[src/rtl/bfel_pkg.sv]
// ----------------------------------------------------------------------------
// bfel_pkg
// Shared types and constants of the battery full/empty latch.
// ----------------------------------------------------------------------------
package bfel_pkg;

  localparam int unsigned QualifyTicks = 3;
  localparam int unsigned CntW         = $clog2(QualifyTicks + 1);
  localparam logic [CntW-1:0] QualifyCnt = CntW'(QualifyTicks);

  localparam int unsigned AhW    = 16;
  localparam int unsigned MvW    = 16;
  localparam int unsigned CfgW   = 16;
  localparam int unsigned CfgIdxW = 2;
  localparam int unsigned StW    = 2;

  // total / 10 by reciprocal: (x * 52429) >> 19, exact for 16-bit x
  localparam int unsigned RecipW     = 16;
  localparam logic [RecipW-1:0] Recip10 = 16'd52429;
  localparam int unsigned RecipShift = 19;
  localparam int unsigned ProdW      = AhW + RecipW;
  localparam int unsigned AllW       = ProdW - RecipShift;

  localparam int unsigned ScaleW = 10;
  localparam logic [ScaleW-1:0] Permille = 10'd1000;
  localparam int unsigned NumW   = AhW + ScaleW;
  localparam int unsigned DivSteps = NumW;
  localparam int unsigned StepW  = $clog2(DivSteps);

  localparam int unsigned ChgW = 8;
  localparam logic [ChgW-1:0] ChgZeroDiv = 8'hFF;

  localparam logic [StW-1:0] ST_NORMAL = 2'd0;
  localparam logic [StW-1:0] ST_FULL   = 2'd1;
  localparam logic [StW-1:0] ST_EMPTY  = 2'd2;

  localparam logic [CfgIdxW-1:0] CFG_FULL_CLEAR  = 2'd0;
  localparam logic [CfgIdxW-1:0] CFG_EMPTY_CLEAR = 2'd1;
  localparam logic [CfgIdxW-1:0] CFG_RELEASE     = 2'd2;

  typedef struct packed {
    logic           clear_request;
    logic           system_initializing;
    logic           slaves_ready;
    logic           over_volt_flag;
    logic           under_volt_flag;
    logic [AhW-1:0] discharged_ah;
    logic [AhW-1:0] charged_ah;
    logic [AhW-1:0] total_capacity;
    logic [MvW-1:0] max_cell_mv;
    logic [MvW-1:0] min_cell_mv;
    logic           current_idle;
  } in_item_t;

  typedef struct packed {
    logic [StW-1:0] battery_state;
  } out_item_t;

  typedef struct packed {
    logic [CfgIdxW-1:0] index;
    logic [CfgW-1:0]    value;
  } cfg_wr_t;

  typedef struct packed {
    logic load;
    logic prep;
    logic div_init;
    logic div_step;
    logic commit;
  } cmd_t;

endpackage

[src/rtl/bfel_if.sv]
// ----------------------------------------------------------------------------
// bfel_if
// Valid/ready channels of the battery full/empty latch.
// ----------------------------------------------------------------------------
interface bfel_in_if;
  logic                valid;
  logic                ready;
  bfel_pkg::in_item_t  data;
  modport source (output valid, output data, input ready);
  modport sink   (input valid, input data, output ready);
endinterface

interface bfel_out_if;
  logic                valid;
  logic                ready;
  bfel_pkg::out_item_t data;
  modport source (output valid, output data, input ready);
  modport sink   (input valid, input data, output ready);
endinterface

interface bfel_cfg_if;
  logic              valid;
  logic              ready;
  bfel_pkg::cfg_wr_t data;
  modport source (output valid, output data, input ready);
  modport sink   (input valid, input data, output ready);
endinterface

[src/rtl/battery_full_empty_latch.sv]
// ----------------------------------------------------------------------------
// battery_full_empty_latch
// Qualifies over/under-voltage flags per tick and latches full or empty.
// ----------------------------------------------------------------------------
//  port   dir  payload                 transfer
//  cfg_i  in   index, value            valid && ready (ready held high)
//  in_i   in   tick inputs             valid && ready (ready in idle only)
//  out_o  out  battery_state           valid && ready
//
//  A tick goes from transfer to result through operand set-up, then
//  a 26-step restoring divider (one quotient bit a cycle), then commit.
//  The commit waits while a previous result has not been taken; the next
//  tick is taken once the commit is done, while the result may still wait.
//  Reset clears latch state, counters and record, and loads config defaults.
// ----------------------------------------------------------------------------
module battery_full_empty_latch (
  input  logic        clk_i,
  input  logic        rst_ni,
  bfel_cfg_if.sink    cfg_i,
  bfel_in_if.sink     in_i,
  bfel_out_if.source  out_o
);

  bfel_pkg::cmd_t cmd;

  assign cfg_i.ready = 1'b1;

  bfel_ctrl u_ctrl (
    .clk_i       (clk_i),
    .rst_ni      (rst_ni),
    .in_valid_i  (in_i.valid),
    .in_ready_o  (in_i.ready),
    .out_valid_o (out_o.valid),
    .out_ready_i (out_o.ready),
    .cmd_o       (cmd)
  );

  bfel_dpath u_dpath (
    .clk_i           (clk_i),
    .rst_ni          (rst_ni),
    .cmd_i           (cmd),
    .in_data_i       (in_i.data),
    .cfg_we_i        (cfg_i.valid),
    .cfg_data_i      (cfg_i.data),
    .battery_state_o (out_o.data.battery_state)
  );

  a_commit_slot: assert property (@(posedge clk_i) disable iff (!rst_ni)
    cmd.commit |-> (!out_o.valid || out_o.ready))
    else $error("commit while result still pending");

  a_valid_from_commit: assert property (@(posedge clk_i) disable iff (!rst_ni)
    $rose(out_o.valid) |-> $past(cmd.commit))
    else $error("result raised without commit");

  a_busy_after_transfer: assert property (@(posedge clk_i) disable iff (!rst_ni)
    (in_i.valid && in_i.ready) |=> !in_i.ready)
    else $error("input taken while busy");

  a_state_code: assert property (@(posedge clk_i) disable iff (!rst_ni)
    out_o.valid |-> (out_o.data.battery_state != 2'd3))
    else $error("invalid battery state");

endmodule

[src/rtl/bfel_ctrl.sv]
// ----------------------------------------------------------------------------
// bfel_ctrl
// Sequencer: accept, prepare operands, serial divide, commit one tick.
// ----------------------------------------------------------------------------
module bfel_ctrl (
  input  logic           clk_i,
  input  logic           rst_ni,
  input  logic           in_valid_i,
  output logic           in_ready_o,
  output logic           out_valid_o,
  input  logic           out_ready_i,
  output bfel_pkg::cmd_t cmd_o
);

  localparam logic [2:0] S_IDLE   = 3'd0;
  localparam logic [2:0] S_PREP   = 3'd1;
  localparam logic [2:0] S_DINIT  = 3'd2;
  localparam logic [2:0] S_DIV    = 3'd3;
  localparam logic [2:0] S_COMMIT = 3'd4;

  localparam logic [bfel_pkg::StepW-1:0] LastStep =
    bfel_pkg::StepW'(bfel_pkg::DivSteps - 1);

  logic [2:0]                 state_q, state_d;
  logic [bfel_pkg::StepW-1:0] step_q, step_d;
  logic                       out_valid_q, out_valid_d;
  logic                       commit;

  assign in_ready_o  = (state_q == S_IDLE);
  assign out_valid_o = out_valid_q;
  assign commit      = (state_q == S_COMMIT) && (!out_valid_q || out_ready_i);

  always_comb begin
    cmd_o          = '0;
    cmd_o.load     = in_valid_i && in_ready_o;
    cmd_o.prep     = (state_q == S_PREP);
    cmd_o.div_init = (state_q == S_DINIT);
    cmd_o.div_step = (state_q == S_DIV);
    cmd_o.commit   = commit;
  end

  always_comb begin
    state_d     = state_q;
    step_d      = step_q;
    out_valid_d = out_valid_q;
    if (out_valid_q && out_ready_i) begin
      out_valid_d = 1'b0;
    end
    case (state_q)
      S_IDLE: begin
        if (in_valid_i) begin
          state_d = S_PREP;
        end
      end
      S_PREP: begin
        state_d = S_DINIT;
      end
      S_DINIT: begin
        step_d  = '0;
        state_d = S_DIV;
      end
      S_DIV: begin
        step_d = step_q + 1'b1;
        if (step_q == LastStep) begin
          state_d = S_COMMIT;
        end
      end
      S_COMMIT: begin
        if (commit) begin
          out_valid_d = 1'b1;
          state_d     = S_IDLE;
        end
      end
      default: begin
        state_d = S_IDLE;
      end
    endcase
  end

  always_ff @(posedge clk_i or negedge rst_ni) begin
    if (!rst_ni) begin
      state_q     <= S_IDLE;
      step_q      <= '0;
      out_valid_q <= 1'b0;
    end else begin
      state_q     <= state_d;
      step_q      <= step_d;
      out_valid_q <= out_valid_d;
    end
  end

endmodule

[src/rtl/bfel_dpath.sv]
// ----------------------------------------------------------------------------
// bfel_dpath
// Latch state, configuration, operand registers and restoring divider.
// ----------------------------------------------------------------------------
module bfel_dpath (
  input  logic                          clk_i,
  input  logic                          rst_ni,
  input  bfel_pkg::cmd_t                cmd_i,
  input  bfel_pkg::in_item_t            in_data_i,
  input  logic                          cfg_we_i,
  input  bfel_pkg::cfg_wr_t             cfg_data_i,
  output logic [bfel_pkg::StW-1:0]      battery_state_o
);

  logic [bfel_pkg::CfgW-1:0] full_clear_q, empty_clear_q, release_q;

  logic [bfel_pkg::StW-1:0]  status_q, status_d;
  logic [bfel_pkg::CntW-1:0] high_q, high_d, low_q, low_d;
  logic [bfel_pkg::AhW-1:0]  rec_q, rec_d;

  bfel_pkg::in_item_t        item_q;
  logic [bfel_pkg::AllW-1:0] all_q;
  logic [bfel_pkg::AhW-1:0]  diff_q;
  logic [bfel_pkg::NumW-1:0] num_q;
  logic [bfel_pkg::AllW-1:0] rem_q;

  logic [bfel_pkg::ProdW-1:0] prod;
  logic [bfel_pkg::AhW-1:0]   now_ah;
  logic [bfel_pkg::AllW:0]    rem_sh;
  logic                       ge;
  logic [bfel_pkg::ChgW-1:0]  chg;
  logic                       chg_hit;
  logic                       reset_all;

  assign battery_state_o = status_q;

  // operand preparation
  assign prod   = item_q.total_capacity * bfel_pkg::Recip10;
  assign now_ah = (status_q == bfel_pkg::ST_EMPTY) ? item_q.charged_ah : item_q.discharged_ah;

  // one quotient bit per step
  assign rem_sh = {rem_q, num_q[bfel_pkg::NumW-1]};
  assign ge     = (rem_sh >= {1'b0, all_q});

  assign chg     = (all_q == '0) ? bfel_pkg::ChgZeroDiv : num_q[bfel_pkg::ChgW-1:0];
  assign chg_hit = ({{(bfel_pkg::CfgW - bfel_pkg::ChgW){1'b0}}, chg} >= release_q);

  assign reset_all = item_q.system_initializing || !item_q.slaves_ready;

  always_ff @(posedge clk_i) begin
    if (cmd_i.load) begin
      item_q <= in_data_i;
    end
    if (cmd_i.prep) begin
      all_q  <= prod[bfel_pkg::ProdW-1:bfel_pkg::RecipShift];
      diff_q <= (now_ah > rec_q) ? (now_ah - rec_q) : '0;
    end
    if (cmd_i.div_init) begin
      num_q <= diff_q * bfel_pkg::Permille;
      rem_q <= '0;
    end else if (cmd_i.div_step) begin
      num_q <= {num_q[bfel_pkg::NumW-2:0], ge};
      rem_q <= ge ? bfel_pkg::AllW'(rem_sh - {1'b0, all_q})
                  : rem_sh[bfel_pkg::AllW-1:0];
    end
  end

  always_comb begin
    status_d = status_q;
    high_d   = high_q;
    low_d    = low_q;
    rec_d    = rec_q;
    if (reset_all) begin
      status_d = bfel_pkg::ST_NORMAL;
      high_d   = '0;
      low_d    = '0;
      rec_d    = '0;
    end else if (item_q.clear_request) begin
      status_d = bfel_pkg::ST_NORMAL;
    end else if (item_q.over_volt_flag && !item_q.under_volt_flag) begin
      low_d = '0;
      if (high_q >= bfel_pkg::QualifyCnt) begin
        high_d = bfel_pkg::QualifyCnt;
        if (status_q != bfel_pkg::ST_EMPTY) begin
          status_d = bfel_pkg::ST_FULL;
          rec_d    = item_q.discharged_ah;
        end
      end else begin
        high_d = high_q + 1'b1;
      end
    end else if (item_q.under_volt_flag && !item_q.over_volt_flag) begin
      high_d = '0;
      if (low_q >= bfel_pkg::QualifyCnt) begin
        low_d = bfel_pkg::QualifyCnt;
        if (status_q != bfel_pkg::ST_FULL) begin
          status_d = bfel_pkg::ST_EMPTY;
          rec_d    = item_q.charged_ah;
        end
      end else begin
        low_d = low_q + 1'b1;
      end
    end else begin
      high_d = '0;
      low_d  = '0;
      if (status_q == bfel_pkg::ST_FULL) begin
        if ((item_q.max_cell_mv <= full_clear_q) && item_q.current_idle) begin
          status_d = bfel_pkg::ST_NORMAL;
        end else if (chg_hit) begin
          status_d = bfel_pkg::ST_NORMAL;
        end
      end else if (status_q == bfel_pkg::ST_EMPTY) begin
        if ((item_q.min_cell_mv >= empty_clear_q) && item_q.current_idle) begin
          status_d = bfel_pkg::ST_NORMAL;
        end else if (chg_hit) begin
          status_d = bfel_pkg::ST_NORMAL;
        end
      end
    end
  end

  always_ff @(posedge clk_i or negedge rst_ni) begin
    if (!rst_ni) begin
      status_q <= bfel_pkg::ST_NORMAL;
      high_q   <= '0;
      low_q    <= '0;
      rec_q    <= '0;
    end else if (cmd_i.commit) begin
      status_q <= status_d;
      high_q   <= high_d;
      low_q    <= low_d;
      rec_q    <= rec_d;
    end
  end

  always_ff @(posedge clk_i or negedge rst_ni) begin
    if (!rst_ni) begin
      full_clear_q  <= 16'd0;
      empty_clear_q <= 16'd65535;
      release_q     <= 16'd30;
    end else if (cfg_we_i) begin
      case (cfg_data_i.index)
        bfel_pkg::CFG_FULL_CLEAR:  full_clear_q  <= cfg_data_i.value;
        bfel_pkg::CFG_EMPTY_CLEAR: empty_clear_q <= cfg_data_i.value;
        bfel_pkg::CFG_RELEASE:     release_q     <= cfg_data_i.value;
        default: begin
        end
      endcase
    end
  end

endmodule

[src/flat_wrapper.sv]
// flat-port wrapper written by rule: the top's interface ports become plain ports
module battery_full_empty_latch_flat 
  (clk_i, rst_ni, cfg_i_valid, cfg_i_data, cfg_i_ready, in_i_valid, in_i_data, in_i_ready, out_o_valid, out_o_data, out_o_ready);
  bfel_cfg_if cfg_i_i ();
  bfel_in_if in_i_i ();
  bfel_out_if out_o_i ();
  input  logic clk_i;
  input  logic rst_ni;
  input wire logic [$bits(cfg_i_i.valid)-1:0] cfg_i_valid;
  input wire logic [$bits(cfg_i_i.data)-1:0] cfg_i_data;
  output wire logic [$bits(cfg_i_i.ready)-1:0] cfg_i_ready;
  input wire logic [$bits(in_i_i.valid)-1:0] in_i_valid;
  input wire logic [$bits(in_i_i.data)-1:0] in_i_data;
  output wire logic [$bits(in_i_i.ready)-1:0] in_i_ready;
  output wire logic [$bits(out_o_i.valid)-1:0] out_o_valid;
  output wire logic [$bits(out_o_i.data)-1:0] out_o_data;
  input wire logic [$bits(out_o_i.ready)-1:0] out_o_ready;
  assign cfg_i_i.valid = cfg_i_valid;
  assign cfg_i_i.data = cfg_i_data;
  assign cfg_i_ready = cfg_i_i.ready;
  assign in_i_i.valid = in_i_valid;
  assign in_i_i.data = in_i_data;
  assign in_i_ready = in_i_i.ready;
  assign out_o_valid = out_o_i.valid;
  assign out_o_data = out_o_i.data;
  assign out_o_i.ready = out_o_ready;
  battery_full_empty_latch u_core (.clk_i(clk_i), .rst_ni(rst_ni), .cfg_i(cfg_i_i), .in_i(in_i_i), .out_o(out_o_i));
endmodule
[config.mk]
export PLATFORM = sky130hd
export DESIGN_NAME = battery_full_empty_latch_flat
export DESIGN_NICKNAME = d
export VERILOG_FILES = /design/src/rtl/bfel_pkg.sv /design/src/rtl/bfel_if.sv /design/src/rtl/battery_full_empty_latch.sv /design/src/rtl/bfel_ctrl.sv /design/src/rtl/bfel_dpath.sv /design/src/flat_wrapper.sv
export SDC_FILE = /design/constraint.sdc
export NUM_CORES = 1
export LEC_CHECK = 0
export BUFFER_PORTS_ARGS = -buffer_cell sky130_fd_sc_hd__buf_2
export CAP_MARGIN = 0
export CORE_MARGIN = 10
export CORE_UTILIZATION = 55
export DETAILED_ROUTE_END_ITERATION = 8
export PLACE_DENSITY = 0.81
export REMOVE_ABC_BUFFERS = 1
export SLEW_MARGIN = 20
export SYNTH_ARGS = -nofsm -noshare
export SYNTH_HDL_FRONTEND = slang
export SYNTH_SLANG_ARGS = --single-unit
[constraint.sdc]
create_clock -name clk_i -period 6.57 [get_ports clk_i]
set_input_delay 0.3285 -clock clk_i [delete_from_list [all_inputs] [get_ports clk_i]]
set_output_delay 0.3285 -clock clk_i [all_outputs]
set_load 0.01 [all_outputs]
==> results of run 1 <==
final cells by class:
class	instances	area, sq um
Timing Repair Buffer	209	1520
Inverter	358	1340
Multi-Input combinational cell	1131	10500
Fill cell	2461	11500
Tap cell	442	553
Clock inverter	13	97.6
Clock buffer	37	776
Sequential cell	233	6470
Antenna cell	1	2.50
worst max-delay path, cell delays in order, from the launching register on:
cell and delay [ps]:
edfxtp_1 480, ha_1 350, inv_1 80, fa_1 540
inv_1 60, fa_1 520, fa_1 540, fa_1 570
inv_1 70, fa_1 540, inv_1 50, ha_1 350
nand2_2 100, or4_1 470, o21a_2 250, nor3_4 220
nor3_2 80, o41ai_2 410, xnor2_1 140
flip-flops by register name (all words and copies together) (netlist names), 13 cells and up:
register                      cells
u_core.u_dpath.rem_q             13
u_core.u_dpath.empty_clear_q     16
u_core.u_dpath.release_q         16
u_core.u_dpath.item_q            86
u_core.u_dpath.rec_q             16
u_core.u_dpath.all_q             13
u_core.u_dpath.diff_q            16
u_core.u_dpath.num_q             26
u_core.u_dpath.full_clear_q      16
cells in the mapped netlist, drive strengths merged (9+ instances only):
library cell	count	area (sq um)
nor2b	12	75.1
nand4	19	119
dfstp	20	526
ha	254	3180
dfxtp	16	320
o21bai	13	97.6
mux2	35	394
xor2	21	184
a21o	35	264
fa	135	2700
nand3	31	155
xnor2	29	254
dfrtp	59	1480
nand2	133	502
edfxtp	138	4140
inv	358	1340
o21ai	51	255
clkbuf	29	109
nor2	68	255
nor3	22	126
nand2b	21	131
a21oi	75	375
mux2i	37	370
or3	9	57.6
o31ai	20	150
a211oi	10	75.1
logic make-up after synthesis:
family	count (synthesis)	synth area share, %
buf+inv	393	8.04
flops	233	35.1
simple gates	356	9.33
mux	72	4.15
fa+ha+maj	389	31.9
compound gates	263	9.12
xor+xnor	50	2.38
other cells	1	0.0203
through the flow:
step / hold WS (ps) / utilization, % / cells / instance area [sq um] / power, uW
finish: 11.0 / 64.9 / 2424 / 21300 / 6700
global route: 37.0 / 64.9 / 2424 / 21300 / 7250
CTS: 0.532 / 64.8 / 2422 / 21200 / 6700
detailed placement: 454 / 59.5 / 2285 / 19500 / 5150
global placement: 440 / 59.5 / 2285 / 19500 / 5010
floorplan: 32.9 / - / 1722 / 18300 / 4440
metal layers:
layer / wire length (microns) / vias up
li1: - / 6314
met3: 1890 / 92
met2: 21500 / 340
met5: 0 / -
met4: 1680 / 0
met1: 17500 / 6431
path summary, 6_finish.rpt:
kind / start / endpoint / slack, ps
min: cfg_i_data[8] / u_core.u_dpath.full_clear_q[8] / 10
max in group asynchronous: rst_ni / u_core.u_ctrl.state_q[1] / 5680
max: u_core.u_dpath.item_q[40] / u_core.u_dpath.all_q[12] / 470
min in group asynchronous: rst_ni / u_core.u_dpath.release_q[12] / 380
min reg2reg: u_core.u_dpath.num_q[1] / u_core.u_dpath.num_q[1] / 460
max reg2reg: u_core.u_dpath.item_q[40] / u_core.u_dpath.all_q[12] / 470
power groups by stage:
stage          clock network, uW  logic (uW)  registers [uW]
6_report                    1480        3200            2020
5_1_grt                     1560        3650            2040
2_1_floorplan                  0        2440            2010
4_1_cts                     1500        3190            2020
3_3_place_gp                   0        2980            2030
3_5_place_dp                   0        3110            2040
==> impl_metrics.ini, run 1 <==
[grt]
met2_usage_pct = 36.7
grt_util_met1_pct = 25.7
grt_usage_pct = 20.9
use_met3_pct = 2.80
grt_pass1_wl_mm = 70.7
overflow = 0
antenna_found_initial = 1
grt_max_degree = 80
grt_busiest_layer = met2
grt_pass1_vias = 14160

[synthesis]
synth_ff_type = edfxtp_1
ys_seq_elements = 233
ys_async_sr_fraction_pct = 33.9
synth-seq-area-share_pct = 35.1
synth_cells = 1757
yosysUniqueCellTypes = 70
syn_area_sq_mm = 0.0184
synth-edff-count = 138
syn_area_per_cell_sq_um = 10.5
yosysWarnings = 0

[hold_path]
holdCritPathClass = input port to flip-flop
worstHoldPathCells = 3

[floorplan]
die_w_microns = 203
start_util_pct = 56.2
die_h_microns = 203
fp.dieArea_sq_mm = 0.0412
rows = 66
coreArea_sq_mm = 0.0328
ios = 114

[final_layout]
areaGrowthSynthToFinish_pct = 15.4
drive_gt1_share_pct = 11.9
nets = 2458
layout_common_cells = inv_1, ha_1, edfxtp_1, fa_1, nand2_1
final_common_cell = inv_1

[power]
p_sw_share_pct = 38.2
combPwrFrac_pct = 47.8
p_sw_uw = 2560
vdd_ir_drop_max_mv = 0.293
clock_power_share_pct = 22.1
cellPowerDensity_mw_per_mm2 = 315
leakage_uw = 0.0103
power_frac_seq_pct = 30.1
p_int_uw = 4140

[clock_tree]
tritoncts = built
numCtsBuffers = 27
clock_latency_ps = 560
cts.sinks = 233
cts_resized = 0
post_cts_buffers = 0
htreeDepth = 1
cts_buffer_depth = 3
clockRootBuffer = clkbuf_16
hold_buffers = 87
clk_pin_slew_ps = 60

[worst_setup_path]
startpoint_type = flip-flop
rr_worst_depth = 18
cp.required_ps = 6860
crit_fanout = 5
end_kind = flip-flop
worst-setup-path-type = flip-flop to flip-flop
critPathArrivalTime_ps = 6390

[drt]
wl_mm = 42.6
viasPerCell = 5.44
drtIter0Drc = 822
wire_per_inst_microns = 17.6
antenna_left = 0
route.detailed.drc = 0
first_pass_iters = 5
vias = 13177

[timing]
hold_viol = 0
fin_crit_ps = 6100
setup_viol = 0
fin_worst_skew_ps = 15.5
setup_tns_ps = 0
slew_viol_final = 0
max_freq_mhz = 164
grt_setup_unrepaired = no
max_slew_margin_pct = 26.7
post-route-period-util_pct = 92.9
timing.final.ws_setup_ps = 468
worst_slew_pin_slew_ps = 1100

[place]
dp_hpwl_mm = 32.4
dp_slack_ps = 506
port-buffer-count = 112
routabilityCongestion = 0.903

[job]
cap_violations = 0

[run_status]
status = completed
No activity file was read; power rests on OpenSTA's default activity.
==> run 2: changes to the inputs <==
==> constraint.sdc (replaced) <==
create_clock -name clk_i -period 7.65 [get_ports clk_i]
set_input_delay 0.3825 -clock clk_i [delete_from_list [all_inputs] [get_ports clk_i]]
set_output_delay 0.3825 -clock clk_i [all_outputs]
set_load 0.01 [all_outputs]
==> run 2 against run 1 <==
  * Die area did not move
  * Flip-flop and latch count did not move
  * Clock skew hardly changed
  * Utilization down 0.27 points
==> impl_metrics.ini, run 2 (synthesized netlist as in run 1, its figures left out) <==
[place]
port-buffer-count = 112
routabilityCongestion = 0.902
dp_hpwl_mm = 32.4
dpl_cell_area_sq_mm = 0.0195

[worst_setup_path]
crit_fanout = 5
end_kind = flip-flop
critPathArrivalTime_ps = 6430
critPathMostFrequentCell = fa_1
worst-setup-path-type = flip-flop to flip-flop
cp_slowest_cell = fa_1
critical-path-top-delay-family = adder cells
cp.required_ps = 7960
max_stage_delay_ps = 560
startpoint_type = flip-flop
cp_cell_sequence = ha_1 > inv_1 > fa_1 > inv_1 > fa_1 > fa_1 > fa_1 > inv_1 > fa_1 > inv_1 > ha_1 > a21oi_1 > o21ai_0 > a31oi_1 > o21a_2 > nor3_4 > or3_2 > a21oi_1 > xnor2_1
worst-path-buf-inv = 4

[grt]
grt_usage_pct = 20.6
grt_max_degree = 80
overflow = 0
grt_pass1_vias = 13933
antenna_found_initial = 1
grt_pass1_wl_mm = 69.6

[final_layout]
utilization_pct = 64.6
areaGrowthSynthToFinish_pct = 14.9
design_area_sq_mm = 0.0212
largest_register = u_core.u_dpath.item_q
drive_gt1_share_pct = 11.8
final_common_cell = inv_1
nets = 2448
largestRegisters = u_core.u_dpath.item_q (86), u_core.u_dpath.num_q (26)
layout_common_cells = inv_1, ha_1, edfxtp_1, fa_1, nand2_1
largest_reg_flops = 86

[drt]
vias = 13092
wl_mm = 42.2
antenna_left = 0
viasPerCell = 5.42
first_pass_iters = 5
route.detailed.drc = 0
drtIter0Drc = 837
wire_per_inst_microns = 17.5

[timing]
worst_slew_pin_slew_ps = 1120
max_slew_margin_pct = 25.1
setup_tns_ps = 0
grt_setup_unrepaired = no
slew_viol_final = 0
fin_crit_ps = 6120
max_freq_mhz = 163
holdWs_ps = 13.0
fin_worst_skew_ps = 15.2
hold_viol = 0
setup_viol = 0
post-route-period-util_pct = 80.1

[floorplan]
die_h_microns = 203
die_w_microns = 203
fp.dieArea_sq_mm = 0.0412
ios = 114
coreArea_sq_mm = 0.0328
start_util_pct = 56.2
rows = 66

[run_status]
status = completed

[power]
vdd_ir_drop_max_mv = 0.245
report.power.total_uw = 5780
leakage_uw = 0.0103
cellPowerDensity_mw_per_mm2 = 273

[clock_tree]
cts.sinks = 233
post_cts_buffers = 0
tritoncts = built
clock_latency_ps = 560
clk_pin_slew_ps = 70
numCtsBuffers = 27
htreeDepth = 1
clockRootBuffer = clkbuf_16
cts_buffer_depth = 3
cts_resized = 0

[hold_path]
holdCritPathClass = input port to flip-flop

[job]
cap_violations = 0
-- run 2: changes by cell type in the layout (fill, tap and decap cells not counted), sizes merged --
cell / previous run / this run
buf: 122 / 121
bufinv: 0 / 2
clkbuf: 37 / 39
clkinv: 9 / 2
dlygate4sd3: 87 / 78
inv: 361 / 364
-- run 2: path summary, 6_finish.rpt --
kind,endpoint,startpoint,depth (start not counted),slack (ps)
max in group asynchronous,u_core.u_ctrl.step_q[3],rst_ni,2,6680
hold reg to reg,u_core.u_dpath.num_q[1],u_core.u_dpath.num_q[1],2,460
min in group asynchronous,u_core.u_dpath.full_clear_q[13],rst_ni,2,460
setup reg to reg,u_core.u_dpath.all_q[10],u_core.u_dpath.item_q[40],19,1530
hold / removal,u_core.u_dpath.item_q[78],in_i_data[78],1,10
setup / recovery,u_core.u_dpath.all_q[10],u_core.u_dpath.item_q[40],19,1530
-- run 2: metal layers --
layer	vias to the layer above	track usage [%]	share of wire [%]
met5	-	0	0
met4	0	6.42	3.0
met3	77	2.60	3.7
met2	290	36.6	51
met1	6431	25.4	42
li1	6294	-	-
-- run 2: cell type report --
type	instances	area, sq um
sequential	233	6470
clock buffer	39	752
multi-input combinational	1131	10500
tap	442	553
timing repair buffer	199	1420
inverter	358	1340
clock inverter	11	136
antenna	1	2.50
fill	2504	11600
-- run 2: metrics by stage --
step	std cells	setup WS, ps
after floorplan	1722	2040
after global placement	2285	1840
after detailed placement	2285	1590
after CTS	2412	1580
after global routing	2414	1260
final	2414	1530
-- run 2: power breakdown --
part | leakage (uW) | internal (uW) | switching (uW)
registers | 0.00237 | 1600 | 131
logic | 0.00748 | 1230 | 1520
clock network | 0.000433 | 760 | 543
total | 0.0103 | 3590 | 2190
-- run 2: worst reg2reg max path, stage by stage (launching register included) --
cell and delay [ps]:
edfxtp_1 490, ha_1 360, inv_1 90, fa_1 540, inv_1 60, fa_1 520, fa_1 530, fa_1 560
inv_1 70, fa_1 560, inv_1 60, ha_1 350, a21oi_1 280, o21ai_0 170, a31oi_1 170, o21a_2 220
nor3_4 70, or3_2 480, a21oi_1 220, xnor2_1 80
-- run 2: repair_timing --
action,in CTS,in global routing
hold buffers,77,1
endpoints found under the hold margin,77,59
endpoints found under the setup margin,0,0
